[src/hdl/byuv_pkg.sv]
// ----------------------------------------------------------------------------
// byuv_pkg
// Shared types and constants for the BGRA to I420 planar stream converter.
// ----------------------------------------------------------------------------
package byuv_pkg;

  localparam int MAX_WIDTH  = 4096;
  localparam int MAX_HEIGHT = 4096;

  localparam int DIM_W     = 13;  // frame geometry registers
  localparam int COORD_W   = 12;  // column and row counters
  localparam int PIXIDX_W  = 24;
  localparam int CHROMA_W  = 23;
  localparam int OFFSET_W  = 25;
  localparam int SAMPLE_W  = 8;
  localparam int COMP_W    = 8;
  localparam int PLANE_W   = 2;
  localparam int CFG_IDX_W = 2;

  // configuration register indexes
  localparam logic [CFG_IDX_W-1:0] REG_FRAME_WIDTH  = 2'd0;
  localparam logic [CFG_IDX_W-1:0] REG_FRAME_HEIGHT = 2'd1;

  localparam logic [DIM_W-1:0] FRAME_WIDTH_RESET  = 13'd640;
  localparam logic [DIM_W-1:0] FRAME_HEIGHT_RESET = 13'd480;

  typedef enum logic [PLANE_W-1:0] {
    PLANE_Y = 2'd0,
    PLANE_U = 2'd1,
    PLANE_V = 2'd2
  } plane_t;

  typedef struct packed {
    logic [SAMPLE_W-1:0] y;
    logic [SAMPLE_W-1:0] u;
    logic [SAMPLE_W-1:0] v;
  } color_t;

endpackage

[src/hdl/byuv_if.sv]
// ----------------------------------------------------------------------------
// byuv_pix_if / byuv_wr_if
// Valid/ready channels: source pixels in, planar buffer writes out.
// ----------------------------------------------------------------------------
interface byuv_pix_if;
  logic                          valid;
  logic                          ready;
  logic [byuv_pkg::COMP_W-1:0]   blue;
  logic [byuv_pkg::COMP_W-1:0]   green;
  logic [byuv_pkg::COMP_W-1:0]   red;

  modport source (output valid, blue, green, red, input ready);
  modport sink (input valid, blue, green, red, output ready);
endinterface

interface byuv_wr_if;
  logic                          valid;
  logic                          ready;
  logic [byuv_pkg::PLANE_W-1:0]  plane;
  logic [byuv_pkg::OFFSET_W-1:0] byte_offset;
  logic [byuv_pkg::SAMPLE_W-1:0] sample;
  logic                          last;
  logic                          frame_end;

  modport source (output valid, plane, byte_offset, sample, last, frame_end, input ready);
  modport sink (input valid, plane, byte_offset, sample, last, frame_end, output ready);
endinterface

[src/hdl/byuv_color.sv]
// ----------------------------------------------------------------------------
// byuv_color
// BT.601 integer color conversion of one pixel to Y, U and V bytes.
// ----------------------------------------------------------------------------
module byuv_color (
  input  logic [byuv_pkg::COMP_W-1:0] blue,
  input  logic [byuv_pkg::COMP_W-1:0] green,
  input  logic [byuv_pkg::COMP_W-1:0] red,
  output byuv_pkg::color_t            color
);

  logic [15:0]        ysum;
  logic signed [17:0] usum;
  logic signed [17:0] vsum;
  logic signed [17:0] bs;
  logic signed [17:0] gs;
  logic signed [17:0] rs;

  assign bs = $signed({10'd0, blue});
  assign gs = $signed({10'd0, green});
  assign rs = $signed({10'd0, red});

  assign ysum = 16'd66 * 16'(red) + 16'd129 * 16'(green) + 16'd25 * 16'(blue);

  // bias of 128*256 keeps the sums positive, so bits 15:8 are floor(sum/256)+128
  assign usum = 18'sd32768 - 18'sd38 * rs - 18'sd74 * gs + 18'sd112 * bs;
  assign vsum = 18'sd32768 + 18'sd112 * rs - 18'sd94 * gs - 18'sd18 * bs;

  assign color.y = ysum[15:8] + 8'd16;
  assign color.u = usum[15:8];
  assign color.v = vsum[15:8];

endmodule

[src/hdl/bgra_to_yuv420_planar_stream_core.sv]
// ----------------------------------------------------------------------------
// bgra_to_yuv420_planar_stream_core
// Converts a raster stream of BGRA pixels into I420 planar buffer writes.
// ----------------------------------------------------------------------------
//  channel  dir  payload                                       words per pixel
//  pix      in   blue, green, red                              1
//  wr       out  plane, byte_offset, sample, last, frame_end   1, or 3 on chroma sites
//  cfg      in   cfg_we, cfg_index, cfg_data                   -
//
//  a pixel goes from the input register through the color and offset logic
//  into the result register; the result register then drains one word a
//  cycle while the output port is ready, so the output port sets the rate.
//  the input register takes the next pixel while the result register drains.
//  rst is synchronous, clears counters and handshake state, and sets the geometry to 640x480.
module bgra_to_yuv420_planar_stream_core (
  input  logic                           clk,
  input  logic                           rst,
  byuv_pix_if.sink                       pix,
  byuv_wr_if.source                      wr,
  input  logic                           cfg_we,
  input  logic [byuv_pkg::CFG_IDX_W-1:0] cfg_index,
  input  logic [byuv_pkg::DIM_W-1:0]     cfg_data
);

  function automatic logic [byuv_pkg::DIM_W-1:0] clamp_dim(
    input logic [byuv_pkg::DIM_W-1:0] v,
    input logic [byuv_pkg::DIM_W-1:0] maxv
  );
    logic [byuv_pkg::DIM_W-1:0] r;
    if (v == '0) begin
      r = byuv_pkg::DIM_W'(1);
    end else if (v > maxv) begin
      r = maxv;
    end else begin
      r = v;
    end
    return r;
  endfunction

  localparam logic [byuv_pkg::DIM_W-1:0] MaxW = byuv_pkg::DIM_W'(byuv_pkg::MAX_WIDTH);
  localparam logic [byuv_pkg::DIM_W-1:0] MaxH = byuv_pkg::DIM_W'(byuv_pkg::MAX_HEIGHT);

  // geometry
  logic [byuv_pkg::DIM_W-1:0]    frame_width;
  logic [byuv_pkg::DIM_W-1:0]    frame_height;
  logic [byuv_pkg::DIM_W-1:0]    w_eff;
  logic [byuv_pkg::DIM_W-1:0]    h_eff;
  logic [byuv_pkg::OFFSET_W-1:0] size;
  logic [byuv_pkg::OFFSET_W-1:0] vbase;
  logic [byuv_pkg::OFFSET_W-1:0] size_next;

  // input register
  logic                          in_full;
  logic [byuv_pkg::COMP_W-1:0]   in_blue;
  logic [byuv_pkg::COMP_W-1:0]   in_green;
  logic [byuv_pkg::COMP_W-1:0]   in_red;

  // position counters
  logic [byuv_pkg::PIXIDX_W-1:0] pixel_index;
  logic [byuv_pkg::COORD_W-1:0]  column;
  logic [byuv_pkg::COORD_W-1:0]  row;
  logic [byuv_pkg::CHROMA_W-1:0] chroma_count;

  // result register
  logic                          out_busy;
  byuv_pkg::plane_t              phase;
  logic                          has_chroma;
  logic                          fend;
  logic [byuv_pkg::PIXIDX_W-1:0] y_off;
  logic [byuv_pkg::OFFSET_W-1:0] u_off;
  logic [byuv_pkg::OFFSET_W-1:0] v_off;
  byuv_pkg::color_t              res_color;

  byuv_pkg::color_t              color;
  logic                          chroma;
  logic [byuv_pkg::DIM_W-1:0]    col_inc;
  logic [byuv_pkg::DIM_W-1:0]    row_inc;
  logic                          row_end;
  logic                          frame_last;
  logic                          word_last;
  logic                          pixel_done;
  logic                          load;

  byuv_color u_color (
    .blue  (in_blue),
    .green (in_green),
    .red   (in_red),
    .color (color)
  );

  assign w_eff = clamp_dim(frame_width, MaxW);
  assign h_eff = clamp_dim(frame_height, MaxH);
  assign size_next = byuv_pkg::OFFSET_W'(w_eff) * byuv_pkg::OFFSET_W'(h_eff);

  always_ff @(posedge clk) begin
    if (rst) begin
      frame_width  <= byuv_pkg::FRAME_WIDTH_RESET;
      frame_height <= byuv_pkg::FRAME_HEIGHT_RESET;
    end else if (cfg_we) begin
      if (cfg_index == byuv_pkg::REG_FRAME_WIDTH) begin
        frame_width <= cfg_data;
      end else if (cfg_index == byuv_pkg::REG_FRAME_HEIGHT) begin
        frame_height <= cfg_data;
      end
    end
  end

  // plane bases are registered from the geometry
  always_ff @(posedge clk) begin
    size  <= size_next;
    vbase <= size_next + (size_next >> 2);
  end

  assign chroma     = !row[0] && !column[0];
  assign col_inc    = byuv_pkg::DIM_W'(column) + 1'b1;
  assign row_inc    = byuv_pkg::DIM_W'(row) + 1'b1;
  assign row_end    = col_inc >= w_eff;
  assign frame_last = row_end && (row_inc >= h_eff);

  assign word_last  = (phase == byuv_pkg::PLANE_V) || (phase == byuv_pkg::PLANE_Y && !has_chroma);
  assign pixel_done = out_busy && wr.ready && word_last;
  assign load       = in_full && (!out_busy || pixel_done);
  assign pix.ready  = !rst && (!in_full || load);

  always_ff @(posedge clk) begin
    if (rst) begin
      in_full <= 1'b0;
    end else if (pix.valid && pix.ready) begin
      in_full <= 1'b1;
    end else if (load) begin
      in_full <= 1'b0;
    end
  end

  always_ff @(posedge clk) begin
    if (pix.valid && pix.ready) begin
      in_blue  <= pix.blue;
      in_green <= pix.green;
      in_red   <= pix.red;
    end
  end

  always_ff @(posedge clk) begin
    if (rst) begin
      pixel_index  <= '0;
      column       <= '0;
      row          <= '0;
      chroma_count <= '0;
    end else if (load) begin
      if (frame_last) begin
        pixel_index  <= '0;
        column       <= '0;
        row          <= '0;
        chroma_count <= '0;
      end else begin
        pixel_index  <= pixel_index + 1'b1;
        chroma_count <= chroma_count + byuv_pkg::CHROMA_W'(chroma);
        if (row_end) begin
          column <= '0;
          row    <= row + 1'b1;
        end else begin
          column <= column + 1'b1;
        end
      end
    end
  end

  always_ff @(posedge clk) begin
    if (rst) begin
      out_busy <= 1'b0;
      phase    <= byuv_pkg::PLANE_Y;
    end else if (load) begin
      out_busy <= 1'b1;
      phase    <= byuv_pkg::PLANE_Y;
    end else if (out_busy && wr.ready) begin
      if (word_last) begin
        out_busy <= 1'b0;
      end else if (phase == byuv_pkg::PLANE_Y) begin
        phase <= byuv_pkg::PLANE_U;
      end else begin
        phase <= byuv_pkg::PLANE_V;
      end
    end
  end

  always_ff @(posedge clk) begin
    if (load) begin
      has_chroma <= chroma;
      fend       <= frame_last;
      res_color  <= color;
      y_off      <= pixel_index;
      u_off      <= size + byuv_pkg::OFFSET_W'(chroma_count);
      v_off      <= vbase + byuv_pkg::OFFSET_W'(chroma_count);
    end
  end

  assign wr.valid     = out_busy;
  assign wr.plane     = phase;
  assign wr.last      = word_last;
  assign wr.frame_end = fend;

  always_comb begin
    unique case (phase)
      byuv_pkg::PLANE_Y: begin
        wr.sample      = res_color.y;
        wr.byte_offset = byuv_pkg::OFFSET_W'(y_off);
      end
      byuv_pkg::PLANE_U: begin
        wr.sample      = res_color.u;
        wr.byte_offset = u_off;
      end
      byuv_pkg::PLANE_V: begin
        wr.sample      = res_color.v;
        wr.byte_offset = v_off;
      end
      default: begin
        wr.sample      = res_color.y;
        wr.byte_offset = byuv_pkg::OFFSET_W'(y_off);
      end
    endcase
  end

endmodule

[src/flat_wrapper.sv]
// flat-port wrapper written by rule: the top's interface ports become plain ports
module bgra_to_yuv420_planar_stream_core_flat 
  (clk, rst, cfg_we, cfg_index, cfg_data, pix_valid, pix_blue, pix_green, pix_red, pix_ready, wr_valid, wr_plane, wr_byte_offset, wr_sample, wr_last, wr_frame_end, wr_ready);
  byuv_pix_if pix_i ();
  byuv_wr_if wr_i ();
  input  logic clk;
  input  logic rst;
  input  logic cfg_we;
  input  logic [byuv_pkg::CFG_IDX_W-1:0] cfg_index;
  input  logic [byuv_pkg::DIM_W-1:0] cfg_data;
  input wire logic [$bits(pix_i.valid)-1:0] pix_valid;
  input wire logic [$bits(pix_i.blue)-1:0] pix_blue;
  input wire logic [$bits(pix_i.green)-1:0] pix_green;
  input wire logic [$bits(pix_i.red)-1:0] pix_red;
  output wire logic [$bits(pix_i.ready)-1:0] pix_ready;
  output wire logic [$bits(wr_i.valid)-1:0] wr_valid;
  output wire logic [$bits(wr_i.plane)-1:0] wr_plane;
  output wire logic [$bits(wr_i.byte_offset)-1:0] wr_byte_offset;
  output wire logic [$bits(wr_i.sample)-1:0] wr_sample;
  output wire logic [$bits(wr_i.last)-1:0] wr_last;
  output wire logic [$bits(wr_i.frame_end)-1:0] wr_frame_end;
  input wire logic [$bits(wr_i.ready)-1:0] wr_ready;
  assign pix_i.valid = pix_valid;
  assign pix_i.blue = pix_blue;
  assign pix_i.green = pix_green;
  assign pix_i.red = pix_red;
  assign pix_ready = pix_i.ready;
  assign wr_valid = wr_i.valid;
  assign wr_plane = wr_i.plane;
  assign wr_byte_offset = wr_i.byte_offset;
  assign wr_sample = wr_i.sample;
  assign wr_last = wr_i.last;
  assign wr_frame_end = wr_i.frame_end;
  assign wr_i.ready = wr_ready;
  bgra_to_yuv420_planar_stream_core u_core (.clk(clk), .rst(rst), .pix(pix_i), .wr(wr_i), .cfg_we(cfg_we), .cfg_index(cfg_index), .cfg_data(cfg_data));
endmodule
[config.mk]
export PLATFORM = sky130hd
export DESIGN_NAME = bgra_to_yuv420_planar_stream_core_flat
export DESIGN_NICKNAME = d
export VERILOG_FILES = /design/src/hdl/byuv_pkg.sv /design/src/hdl/byuv_if.sv /design/src/hdl/byuv_color.sv /design/src/hdl/bgra_to_yuv420_planar_stream_core.sv /design/src/flat_wrapper.sv
export SDC_FILE = /design/constraint.sdc
export NUM_CORES = 1
export LEC_CHECK = 0
export ABC_AREA = 1
export BUFFER_PORTS_ARGS = -buffer_cell sky130_fd_sc_hd__buf_4
export CAP_MARGIN = 30
export CORE_MARGIN = 4
export CORE_UTILIZATION = 40
export CTS_CLUSTER_DIAMETER = 200
export DETAILED_ROUTE_END_ITERATION = 10
export GPL_TIMING_DRIVEN = 0
export PLACE_DENSITY_LB_ADDON = 0.12
export SYNTH_ARGS = -nofsm -noshare
export SYNTH_HDL_FRONTEND = slang
export SYNTH_SLANG_ARGS = --single-unit
[constraint.sdc]
create_clock -name clk -period 6.25 [get_ports clk]
set_input_delay 0 -clock clk [delete_from_list [all_inputs] [get_ports clk]]
set_output_delay 0 -clock clk [all_outputs]
set_load 0.01 [all_outputs]
-- After elaboration in Yosys (flattened, before gate mapping)
Index checks and enable logic that the tools add are counted.
- register bits: 275
- bits of input ports: 44
- output and inout port bits: 39
- word-level logic and storage cells: 108
- add/subtract/negate cells: 18
- multiply operators: 10
- $lt $le $gt $ge: 4
- eq/ne operators: 3
- multiplexer cells: 18
- bitwise operators: 2
- reductions and logical operators: 31
- operators with widths (operator ; number):
    $add A25 B23 Y25 ; 3
    $mux W13 ; 4
    $pmux W25 S2 ; 1
    $mux W12 ; 4
    $mul A6 B8 Y14 const A ; 3
    $add A12 B1 Y13 const B ; 2
    $ge A13 B13 Y1 ; 2
    $gt A13 B13 Y1 const B ; 2
    $logic_not A13 Y1 ; 2
    $mul A5 B8 Y13 const A ; 2
    $mul A13 B13 Y25 ; 1
    $add A12 B1 Y12 const B ; 2
    $add A24 B1 Y24 const B ; 1
    $mux W24 ; 1
    $add A23 B1 Y23 ; 1
    $mux W23 ; 1
    $mul A3 B8 Y11 const A ; 2
    $add A15 B16 Y16 ; 1
    $add A16 B13 Y16 ; 1
    $add A16 B15 Y16 const A ; 1
    $add A16 B16 Y16 ; 1
    $mul A8 B8 Y16 const A ; 1
    $pmux W8 S2 ; 1
    $sub A16 B14 Y16 ; 1
    other kinds (18) ; 45

-- Longest topological paths before layout
- word-level depth: 10
- mapped depth: 39
- gate-level depth less buffers: 37

-- Cells and area by module
A second synthesis with hierarchy kept.
- cell total of the unflattened synthesis: 3400
- area, all modules: 27495.1 µm²
- by module, submodules not included (module ; times used ; cells an instance ; area an instance (µm²) ; sequential area each (µm²)):
    bgra_to_yuv420_planar_stream_core ; 1 ; 2451 ; 20288.2 ; 6746.5
    byuv_color ; 1 ; 949 ; 7206.9 ; 0.0

-- Worst setup path after synthesis
No wires, ideal clock.
- kind: reg2reg
- start: register u_core.frame_width[0] (netlist bit)
- end: register u_core.vbase[22] (netlist bit)
- setup time: 0.112 ns
- arrival time: 6.625 ns
- data required time: 6.138 ns
- path slack: -0.487 ns
- stages on the path, launching flop included: 32
- buffers on the path: 0
- period minus slack after synthesis: 6.737 ns
- path through: dfxtp_1 -> nor4_1 -> nand3_1 -> nand2_1 -> o21ai_1 -> inv_1 -> nand2_1 -> fa_1 -> fa_1 -> inv_1 -> fa_1 -> fa_1 -> inv_1 -> fa_1 -> inv_1 -> ha_1 -> nand2_1 -> nor2_2 -> inv_1 -> o21ai_0 -> a31oi_1 -> xnor2_1 -> ha_1 -> nand2_1 -> nor2_1 -> nand2_1 -> o311ai_0 -> nand3_1 -> nand2_1 -> nand2_1 -> nand3_1 -> nand2_1
- word-level cells in the longest chain between the ends: 5
- elaborated cells on any way between the ends: 6
- those cells by class: add/sub: 1; mul: 1; order compare: 1; mux: 2; reduce/logical: 1
- RTL lines (element ; RTL line ; RTL):
    from (decl) ; bgra_to_yuv420_planar_stream_core.sv:44 ; logic [byuv_pkg::DIM_W-1:0] frame_width;
    from (signal assigned) ; bgra_to_yuv420_planar_stream_core.sv:97 ; frame_width <= byuv_pkg::FRAME_WIDTH_RESET;
    from (signal assigned) ; bgra_to_yuv420_planar_stream_core.sv:101 ; frame_width <= cfg_data;
    $gt A13 B13 Y1 ; bgra_to_yuv420_planar_stream_core.sv:32 ; end else if (v > maxv) begin
    $mux W13 ; bgra_to_yuv420_planar_stream_core.sv:32 ;
    $mux W13 (*) ; bgra_to_yuv420_planar_stream_core.sv:30 ; if (v == '0) begin
    $mul A13 B13 Y25 (*) ; bgra_to_yuv420_planar_stream_core.sv:93 ; assign size_next = byuv_pkg::OFFSET_W'(w_eff) * byuv_pkg::OFFSET_W'(h_eff);
    via u_core.size_next, one bit ; bgra_to_yuv420_planar_stream_core.sv:50 ; logic [byuv_pkg::OFFSET_W-1:0] size_next;
    $add A25 B23 Y25 (*) ; bgra_to_yuv420_planar_stream_core.sv:111 ; vbase <= size_next + (size_next >> 2);
    to (signal assigned) ; bgra_to_yuv420_planar_stream_core.sv:111 ;
    to (decl) ; bgra_to_yuv420_planar_stream_core.sv:49 ; logic [byuv_pkg::OFFSET_W-1:0] vbase;
The timed path passes the listed nets; every way through them passes the cells marked *.
A chain may end at the register's enable or synchronous reset.

-- Worst setup path in the final report
- start: register u_core.frame_width[4] (netlist bit)
- end: register u_core.vbase[23] (netlist bit)
The elaborated chain is that of the path after synthesis.

==> results.md <==
* Outcome: complete, but fails checks
* Failing checks: negative setup slack
* Clock power frac at 0.174
* Max-slew violation count at 0
* Initial drt markers at 1260
* Die span in x at 267 um
* Largest cells by area after synthesis: ha_1 (16%), fa_1 (16%), edfxtp_1 (14%), dfxtp_1 (11%), nand2_1 (8.3%)
* H-tree Lvls at 2
* Boundary Pins at 83
* Synth cell count leaders: nand2_1 (595), inv_1 (574), ha_1 (351)
* Worst EP arrival at 7050 ps
* TritonRoute pass-1 iters at 5
* HP Start: cfg_we
* Worst reg2reg path startpoint: u_core.frame_width[4]
* Yosys top cell area share at 0.164
* Internal power at 0.00701 W
* Wire per inst at 17.7 um
* Static Leak at 15.9 nW
* Clk root buf: clkbuf_16
* Worst skew pair latency at 570 ps
* Syn avg cell area at 8.21 um2
* FMAX at 152 MHz
* Final net count at 4171
* Endpoint type of the worst setup path: register
* Cells after Synth at 3265
* Crit Path Class: reg -> reg
* Critical path peak fanout at 6
* Final Cycle Share at 1.06
* Critical path's slowest cell: fa_1
* Main combinational cell family by area after synthesis: adder cells
* Proportion of layout cells with a drive suffix above 1 at 0.173
* Area Growth Syn to Fin at 24.0%
* # Max-Cap Violations at 0
* Post-synth ARST share at 0
* Peak VDD IR at 0.392 mV
* Dpl hpwl at 62.5 mm
* Top cell family by delay on the critical path: adder cells
* Post-synthesis simple-gate area fraction at 0.184
* Post-layout util at 0.503
* Top-count cell post-synth: nand2_1
* Final setup fails at 12
* Slew headroom at 0.370
* Combinational group share of total power at 0.619
* Seq/Total Area, Yosys at 0.252
* Overflow after GRT at 0
* Gpl congestion at 0.926
* Top_reg_cell synth: dfxtp_1
* Fraction of the mapped netlist area in compound gates at 0.0914
* Chip height at 267 um
* XOR/XNOR Fraction of Synth Area at 0.0643
* Largest net degree at the start of global routing at 34
* Sw Pwr at 0.00535 W
* Netlist cell types at 53
* Dpl ws at -1640 ps
* Worst setup margin at -350 ps
* Vias per cell at 5.10
* Clock sinks at 275
* Largest stage delay, worst path at 570 ps
* WL final at 78.9 mm
* CTS tree: built
* Sequential cell fraction of total power at 0.207
* Reg clk slew, reported paths at 60 ps
* Global-route wire length before repair at 125 mm
* Cell accounting for the most synthesized area: ha_1
* Register bit total from synthesis at 275
* Sw frac at 0.433
* PwrDens at 372 nW/um2
* Buf+Inv Stages, Crit Path at 7
* Total CTS buffers at 36
* Max Clock Skew at 27.0 ps
* Initial antenna violation count at 1
* Critical path required time at 6700 ps
* Rows at 94
* Clock Path Buffers at 3
* Antenna-violating nets left at 0
* Initial Util at 0.406
* Synth Area in Adders at 0.321
* Fin crit period at 6600 ps
* Hold slack at 41.6 ps
* Post-synthesis mux area share at 0
* Crit path from: u_core.frame_width[4]
* # DRC at 0
* Vias in the first global route at 23600
* FF-to-FF setup slack at -350 ps
* Hold Path Class: in -> reg
* Full die area at 71200 um2
* Startpoint Class: register
* Syn_nets at 3870
* Core area at 66100 um2
* Tot GR Track Use at 0.222
* Worst-margin pin slew at 945 ps
* Yosys warning count at 0
* Final hold viol count at 0
* Number of synthesized flops with an enable pin at 124
* Port buffer count at 81
* RSZ-0062 raised after global routing: yes
* Synthesized area at 26800 um2
* Via count at 22800
## registers in the layout (all words and copies together) (netlist names), 23 cells and up
register / count
u_core.res_color: 24
u_core.v_off: 25
u_core.size: 25
u_core.u_off: 25
u_core.pixel_index: 24
u_core.y_off: 24
u_core.chroma_count: 23
u_core.vbase: 25
## metal layers
metal | vias to the layer above | global-route usage | wire length, um
met2 | 510 | 0.387 | 38100
li1 | 11100 | - | -
met5 | - | 0 | 0
met4 | 0 | 0.0720 | 2310
met1 | 11000 | 0.288 | 35400
met3 | 119 | 0.0289 | 3070
## stage by stage
step	total power [W]	TNS, ps	instance area, um2	cells
after floorplan	0.00672	0	27000	3265
after global placement	0.00821	-17460	28700	4210
after detailed placement	0.00826	-18790	28800	4216
after CTS	0.0119	-1580	32500	4416
after global routing	0.0133	-5920	33300	4458
final	0.0124	-2480	33300	4459
## cells in the final DEF, fill, tap and decap left out, types with 26 or more instances in the layout
cell           count
inv_1            532
nand2_1          530
ha_1             323
nor2_1           256
a21oi_1          252
buf_4            198
fa_1             196
xor2_1           130
dfxtp_1          130
edfxtp_1         124
nand3_1          110
o21ai_0           88
xnor2_1           54
nand2_2           49
dlygate4sd3_1     44
clkbuf_16         38
nand4_1           37
nor3_1            31
nand2_4           30
clkbuf_1          30
inv_2             30
ha_4              26
## path summary, 6_finish.rpt
kind / to / cells past startpoint
max: u_core.vbase[23] / 33
min: u_core.frame_width[7] / 5
max reg2reg: u_core.vbase[23] / 33
min reg2reg: u_core.y_off[2] / 0
## kinds of logic after synthesis
group                    count (synthesis)
XOR/XNOR                               197
AO/OA/AOI/OAI                          453
AND/OR/NAND/NOR                       1153
flip-flops                             275
adder cells (fa/ha/maj)                561
buffers and inverters                  626
## worst register-to-register path: cells and delay by family, from the launching register on
family                   cells  cell delay [ps]
AO/OA/AOI/OAI                3              560
flip-flops                   1              350
AND/OR/NAND/NOR             15             1750
XOR/XNOR                     1              210
adder cells (fa/ha/maj)      7             3070
buffers and inverters        7              600
## power groups by stage
stage	registers, W	clock network (W)	logic [W]
global placement	0.00259	0	0.00562
floorplan	0.00247	0	0.00425
CTS	0.00255	0.00221	0.00717
finish	0.00256	0.00215	0.00765
global route	0.00258	0.00228	0.00846
detailed placement	0.00258	0	0.00568
## area by class of cell
class                      count  area [um2]
timing repair buffer         263        2260
buffer                        44         262
multi-input combinational   2365       19300
clock inverter                21         249
inverter                     581        2280
fill                        6193       32800
antenna                        1        2.50
tap                          864        1080
sequential                   275        6800
clock buffer                  45         987
## repair_timing
action	in CTS	in global routing
endpoints found under the setup margin	28	17
gates resized for setup	312	105
gates cloned	3	0
hold buffers	44	0
buffers inserted	90	42
pin swaps	127	83
endpoints found under the hold margin	58	0
(Power assumes the default switching activity.)
